`config.mk`:
```
export PLATFORM = sky130hd
export DESIGN_NAME = tmcw_ctrl
export DESIGN_NICKNAME = d
export VERILOG_FILES = /design/src/rtl/core/tmcw_pkg.sv /design/src/rtl/core/tmcw_ctrl.sv
export SDC_FILE = /design/constraint.sdc
export NUM_CORES = 1
export LEC_CHECK = 0
export ABC_AREA = 0
export BUFFER_PORTS_ARGS = -buffer_cell sky130_fd_sc_hd__buf_2
export CAP_MARGIN = 20
export CORE_AREA = 10 10 47 49
export DETAILED_ROUTE_END_ITERATION = 8
export DIE_AREA = 0 0 57 59
export GPL_TIMING_DRIVEN = 0
export MAX_ROUTING_LAYER = met4
export PLACE_DENSITY = 0.57
export SLEW_MARGIN = 20
export SYNTH_ARGS = -nofsm -noshare
export SYNTH_HDL_FRONTEND = slang
export SYNTH_SLANG_ARGS = --single-unit
```
`constraint.sdc`:
```
create_clock -name clk -period 4.21 [get_ports clk]
set_clock_uncertainty 0.15 [all_clocks]
set_input_delay 0.842 -clock clk [delete_from_list [all_inputs] [get_ports clk]]
set_output_delay 0.842 -clock clk [all_outputs]
set_load 0.02 [all_outputs]
```
`src/rtl/core/tmcw_pkg.sv`:
```
// Shared types and constants for the text-mode console writer.
// Holds port widths, character codes, action and state encodings, and the
// command and status structs that join the controller to the datapath.
package tmcw_pkg;

  // Default screen geometry.
  localparam int ROWS_DEF    = 25;
  localparam int COLUMNS_DEF = 80;

  // Fixed port widths.
  localparam int ACT_W      = 2;
  localparam int CHAR_W     = 8;
  localparam int ATTR_W     = 8;
  localparam int ROW_OUT_W  = 5;
  localparam int COL_OUT_W  = 7;
  localparam int LIN_OUT_W  = 11;
  localparam int CELL_BITS  = 16;
  localparam int APB_ADDR_W = 3;
  localparam int APB_DATA_W = 32;

  // Register word index within the configuration space.
  localparam logic REG_TEXT_COLOUR = 1'b0;

  // Character codes.
  localparam logic [CHAR_W-1:0] CH_BACKSPACE = 8'd8;
  localparam logic [CHAR_W-1:0] CH_TAB       = 8'd9;
  localparam logic [CHAR_W-1:0] CH_NEWLINE   = 8'd10;
  localparam logic [CHAR_W-1:0] CH_RETURN    = 8'd13;
  localparam logic [CHAR_W-1:0] CH_SPACE     = 8'h20;

  // Light grey on black.
  localparam logic [ATTR_W-1:0] RESET_COLOUR = 8'h07;

  typedef enum logic [ACT_W-1:0] {
    ACT_PUT   = 2'd0,
    ACT_CLEAR = 2'd1,
    ACT_READ  = 2'd2
  } action_t;

  typedef enum logic [2:0] {
    ST_BOOT,
    ST_INIT,
    ST_IDLE,
    ST_EXEC,
    ST_FILL,
    ST_DONE
  } state_t;

  typedef struct packed {
    logic load_item;
    logic exec;
    logic boot_fill;
    logic fill_step;
    logic load_out;
  } tmcw_cmd_t;

  typedef struct packed {
    logic need_fill;
    logic fill_done;
  } tmcw_sts_t;

endpackage

```
`src/rtl/core/tmcw_ctrl.sv`:
```
// Controller state machine for the text-mode console writer.
// Depends on tmcw_pkg; drives the datapath through tmcw_cmd_t commands.
module tmcw_ctrl
  import tmcw_pkg::*;
(
  input  logic      clk,
  input  logic      rst,
  input  logic      in_valid,
  output logic      in_stall,
  output logic      out_valid,
  input  logic      out_stall,
  input  tmcw_sts_t sts,
  output tmcw_cmd_t cmd
);

  state_t state, state_next;
  logic   out_free;
  logic   accept;

  assign out_free = !out_valid || !out_stall;

  always_ff @(posedge clk) begin
    if (rst) begin
      state <= ST_BOOT;
    end else begin
      state <= state_next;
    end
  end

  always_comb begin
    state_next = state;
    case (state)
      ST_BOOT: begin
        state_next = ST_INIT;
      end
      ST_INIT: begin
        if (sts.fill_done) state_next = ST_IDLE;
      end
      ST_IDLE: begin
        if (in_valid) state_next = ST_EXEC;
      end
      ST_EXEC: begin
        state_next = sts.need_fill ? ST_FILL : ST_DONE;
      end
      ST_FILL: begin
        if (sts.fill_done) state_next = ST_DONE;
      end
      ST_DONE: begin
        if (out_free) state_next = in_valid ? ST_EXEC : ST_IDLE;
      end
      default: begin
        state_next = ST_BOOT;
      end
    endcase
  end

  always_comb begin
    in_stall      = !((state == ST_IDLE) || ((state == ST_DONE) && out_free));
    accept        = in_valid && !in_stall;
    cmd.load_item = accept;
    cmd.exec      = (state == ST_EXEC);
    cmd.boot_fill = (state == ST_BOOT);
    cmd.fill_step = (state == ST_INIT) || (state == ST_FILL);
    cmd.load_out  = (state == ST_DONE) && out_free;
  end

  always_ff @(posedge clk) begin
    if (rst) begin
      out_valid <= 1'b0;
    end else if (cmd.load_out) begin
      out_valid <= 1'b1;
    end else if (!out_stall) begin
      out_valid <= 1'b0;
    end
  end

  // An accepted item always goes straight into execution.
  a_accept_exec: assert property (@(posedge clk) disable iff (rst)
    accept |=> (state == ST_EXEC))
    else $error("accepted item did not enter execution");

  // A finished fill sweep hands over to result delivery.
  a_fill_exit: assert property (@(posedge clk) disable iff (rst)
    ((state == ST_FILL) && sts.fill_done) |=> (state == ST_DONE))
    else $error("fill sweep did not end");

  // Loading the output register always presents a result.
  a_load_valid: assert property (@(posedge clk) disable iff (rst)
    cmd.load_out |=> out_valid)
    else $error("result loaded but not presented");

endmodule

```
### Word level (Yosys, flattened, before mapping)

Index checks and enable logic that the tools add are counted.
Widths: inputs -> output; s select.

| word-level totals | value |
|---|---|
| register bits | 4 |
| input bits | 6 |
| word-level logic and storage cells | 31 |

| cells by class | value |
|---|---|
| equality and inequality tests | 10 |
| muxes and demuxes | 9 |
| reduce and logical (&&, ||, !) cells | 10 |

Operator list:

| kind | count |
|---|---|
| $pmux 3 s6 | 1 |
| $mux 3 | 4 |
| $ne 2x2->1 const B | 4 |
| $eq 3x2->1 const B | 2 |
| $eq 3x3->1 const B | 2 |
| $mux 1 | 4 |
| $reduce_and 4->1 | 1 |
| $eq 3x1->1 const B | 1 |
| $logic_not 1->1 | 3 |
| $logic_not 3->1 | 1 |
| $logic_or 1x1->1 | 3 |
| $logic_and 1x1->1 | 2 |
| $ne 2x1->1 const B | 1 |

### Depth between registers and ports, before layout

| logic depth | value |
|---|---|
| word-level depth | 5 |
| depth in mapped cells | 6 |

### Worst setup path before layout

Ideal clock, no wire load.

| path | value |
|---|---|
| path type | input to output |
| start point | input port out_stall |
| end point | output port cmd[4] (netlist bit) |
| arrival time | 1760 ps |
| path slack | 1458 ps |
| cell stages on the path | 4 |
| path buffers | 1 |
| cell sequence | a21oi_1 nor2_1 nor2b_1 buf_4 |

| between the ends | value |
|---|---|
| longest elaborated chain between the ends | 5 |

RTL lines:

| item | line | text |
|---|---|---|
| start, declared | tmcw_ctrl.sv:11 | `input logic out_stall,` |
| $logic_not 1->1 | -- |  |
| $logic_or 1x1->1 | tmcw_ctrl.sv:20 | `assign out_free = !out_valid \|\| !out_stall;` |
| $logic_and 1x1->1 | tmcw_ctrl.sv:58 | `in_stall = !((state == ST_IDLE) \|\| ((state == ST_DONE) && out_free));` |
| $logic_or 1x1->1 | tmcw_ctrl.sv:58 |  |
| $logic_and 1x1->1 | tmcw_ctrl.sv:59 | `accept = in_valid && !in_stall;` |
| end, declared | tmcw_ctrl.sv:13 | `output tmcw_cmd_t cmd` |

Every way passes these cells.

### Worst setup path in the final report

Same ends and word-level chain as after synthesis.

==> impl_metrics.json <==
{
  "port-buffer-count": 12,
  "synth_edf_count": 0,
  "criticalPathCategory": "input port to output port",
  "fillers": 163,
  "ys_seq_elements": 4,
  "dr.pass1.iters": 4,
  "p_leak_nw": 0.1884,
  "avgViaCountPerCell": 4.680,
  "clkLatencyLatePin_ns": 0.23,
  "fin_nets": 67,
  "min_period_ns": 2.532,
  "max_freq_ghz": 0.3949,
  "powerDensity_nw_per_um2": 687.5,
  "grt_setup_unrepaired": "no",
  "relSlewSlack": 0.7779,
  "syn_to_final_growth_pct": 31.91,
  "timing.setup.tns_ns": 0,
  "cts_setup_buffers": 0,
  "grt_pass1_vias": 328,
  "placed_area_sq_um": 401.6,
  "worst_pin_slew_ns": 0.3332,
  "synth_nets": 50,
  "setup_viol": 0,
  "drt_iter0_markers": 4,
  "gp_congestion": 0.7560,
  "grt_pass1_wl_um": 1359,
  "drc": 0,
  "synth_cell_types": 19,
  "grt_remaining_overflow": 0,
  "pwr-share-comb": 0.643,
  "hold_viol_final": 0,
  "swShare": 0.4539,
  "core_sq_um": 1401,
  "cts_tree": "done",
  "slew_violations": 0,
  "power.share.clock": 0.157,
  "track_usage": 0.05380,
  "hold_class": "register to register",
  "die_area_sq_um": 3363,
  "drtAntennaViolNets": 0,
  "synth_warnings": 0,
  "internal_power_mw": 0.1593,
  "peakVddDrop_v": 0.0002137,
  "synth-main-ff-cell": "dfxtp_1",
  "grt_max_degree": 11,
  "row_count": 14,
  "die_w_um": 57,
  "finalCritPeriodShare": 0.6015,
  "maxCapViolCount": 0,
  "slowest_stage": "a21oi_1",
  "worstPathMaxFanout": 2,
  "arrival_ns": 1.54,
  "synth_cells": 44,
  "seq_area_frac_synth": 0.2490,
  "seq_power_share": 0.199,
  "avgSynthCellArea_sq_um": 7.308,
  "start_util": 0.2295,
  "root_buffer": "clkbuf_4",
  "htree_levels": 1,
  "crit_top_cell": "buf_2",
  "io_pins": 13,
  "post_cts_resized": 0,
  "drt-wirelength-per-cell_um": 10.81,
  "cp_data_required_time_ns": 3.22,
  "power_mw": 0.2916,
  "netlist_area_sq_um": 321.6,
  "layout-drive-gt1-share": 0.3559,
  "routed_wl_um": 811,
  "numCtsBuffers": 3,
  "n_antenna_cell": 0,
  "cts_sinks": 4,
  "cpPeakStageDelay_ns": 0.17,
  "async_flop_share": 0,
  "end_kind": "output port",
  "status": "completed",
  "antenna_found_initial": 0,
  "path_clk_slew_ns": 0.03,
  "hold_buffers": 0,
  "start_kind": "input port",
  "final_area_sq_um": 424.2,
  "crit_path_cell_trace": "buf_2, a21oi_1, nor2_1, nor2b_1, buf_4, buf_2",
  "switching_power_mw": 0.1324,
  "dr_total_vias": 351,
  "clockBufferDepth": 2,
  "fp.dieH_um": 59
}
flip-flops by register name, summed over array words and instances (netlist names):
| signal | count |
|---|---|
| state | 3 |
| out_valid | 1 |
synthesized netlist by cell type, types with 2 or more instances:
cell      instances  area [sq um]
inv_1             2         7.510
nand2_1           2         7.510
a21oi_1           4         20.02
buf_4             2         15.01
nor2_1           10         37.54
dfxtp_1           4         80.08
nor2b_1           3         18.77
buf_6             2         22.52
nand2b_1          2         12.51
nor3_1            3         15.01
o21ai_0           2         10.01
kinds of logic after synthesis:
| kind of cell | after synthesis | synth area share |
|---|---|---|
| AO/OA/AOI/OAI | 11 | 0.2452 |
| buffers and inverters | 6 | 0.1401 |
| flip-flops | 4 | 0.2490 |
| AND/OR/NAND/NOR | 22 | 0.3385 |
| XOR/XNOR | 1 | 0.02724 |
power groups by stage:
| stage | registers (mW) | clock network, mW | logic, mW |
|---|---|---|---|
| after CTS | 0.0579 | 0.0490 | 0.190 |
| final | 0.0581 | 0.0459 | 0.188 |
| after global routing | 0.0596 | 0.0539 | 0.211 |
| after detailed placement | 0.0588 | 0 | 0.189 |
| after global placement | 0.0583 | 0 | 0.189 |
| after floorplan | 0.0588 | 0 | 0.145 |
cell type report:
class,count,area [sq um],area share
buffer,4,37.54,0.08850
clock buffer,3,22.52,0.05310
inverter,2,7.507,0.01770
multi-input combinational,34,196.4,0.4631
sequential,4,80.08,0.1888
tap,16,20.02,0.04720
timing repair buffer,12,60.06,0.1416
routing by layer:
layer	track usage	share of wire	vias up	routed length [um]
met5	-	0	-	0
met4	0.04027	0	0	0
met3	0.04292	0.10	0	83
met2	0.07442	0.47	13	383
met1	0.04881	0.42	157	344
li1	-	-	181	-
metrics by stage:
step / hold WS, ns / utilization / cells / worst slack [ns]
final: 0.3797 / 0.3027 / 75 / 1.678
after global routing: 0.4229 / 0.3027 / 75 / 1.500
after CTS: 0.3806 / 0.3027 / 75 / 1.671
after detailed placement: 0.3688 / 0.2866 / 72 / 1.672
after global placement: 0.3640 / 0.2866 / 72 / 1.675
after floorplan: 0.4104 / - / 44 / 1.458
worst max-delay path: cells and delay by family:
family | cells | cell delay, ns
buf+inv | 3 | 0.35
compound gates | 1 | 0.17
simple gates | 2 | 0.18
worst paths after layout:
check / slack [ns] / to / from / cells past startpoint
setup reg to reg: 2.75 / state[1]$_SDFFE_PP0P_ / state[2]$_SDFFE_PP0P_ / 5
hold reg to reg: 0.38 / out_valid$_SDFFE_PP0P_ / out_valid$_SDFFE_PP0P_ / 2
setup / recovery: 1.68 / cmd[4] / out_stall / 6
hold / removal: 0.38 / out_valid$_SDFFE_PP0P_ / out_valid$_SDFFE_PP0P_ / 2
cells in the final DEF (no fill, tap or decap), drive strengths merged:
master / count
nor2: 10
o32ai: 1
nand2: 2
o41ai: 1
clkbuf: 3
nor2b: 3
xnor2: 1
dfxtp: 4
o21ai: 2
a22oi: 1
buf: 16
nor3: 4
a21oi: 4
inv: 2
o22a: 1
nand3b: 1
a211oi: 1
nand2b: 2
Power figures use the tool's default switching activity.
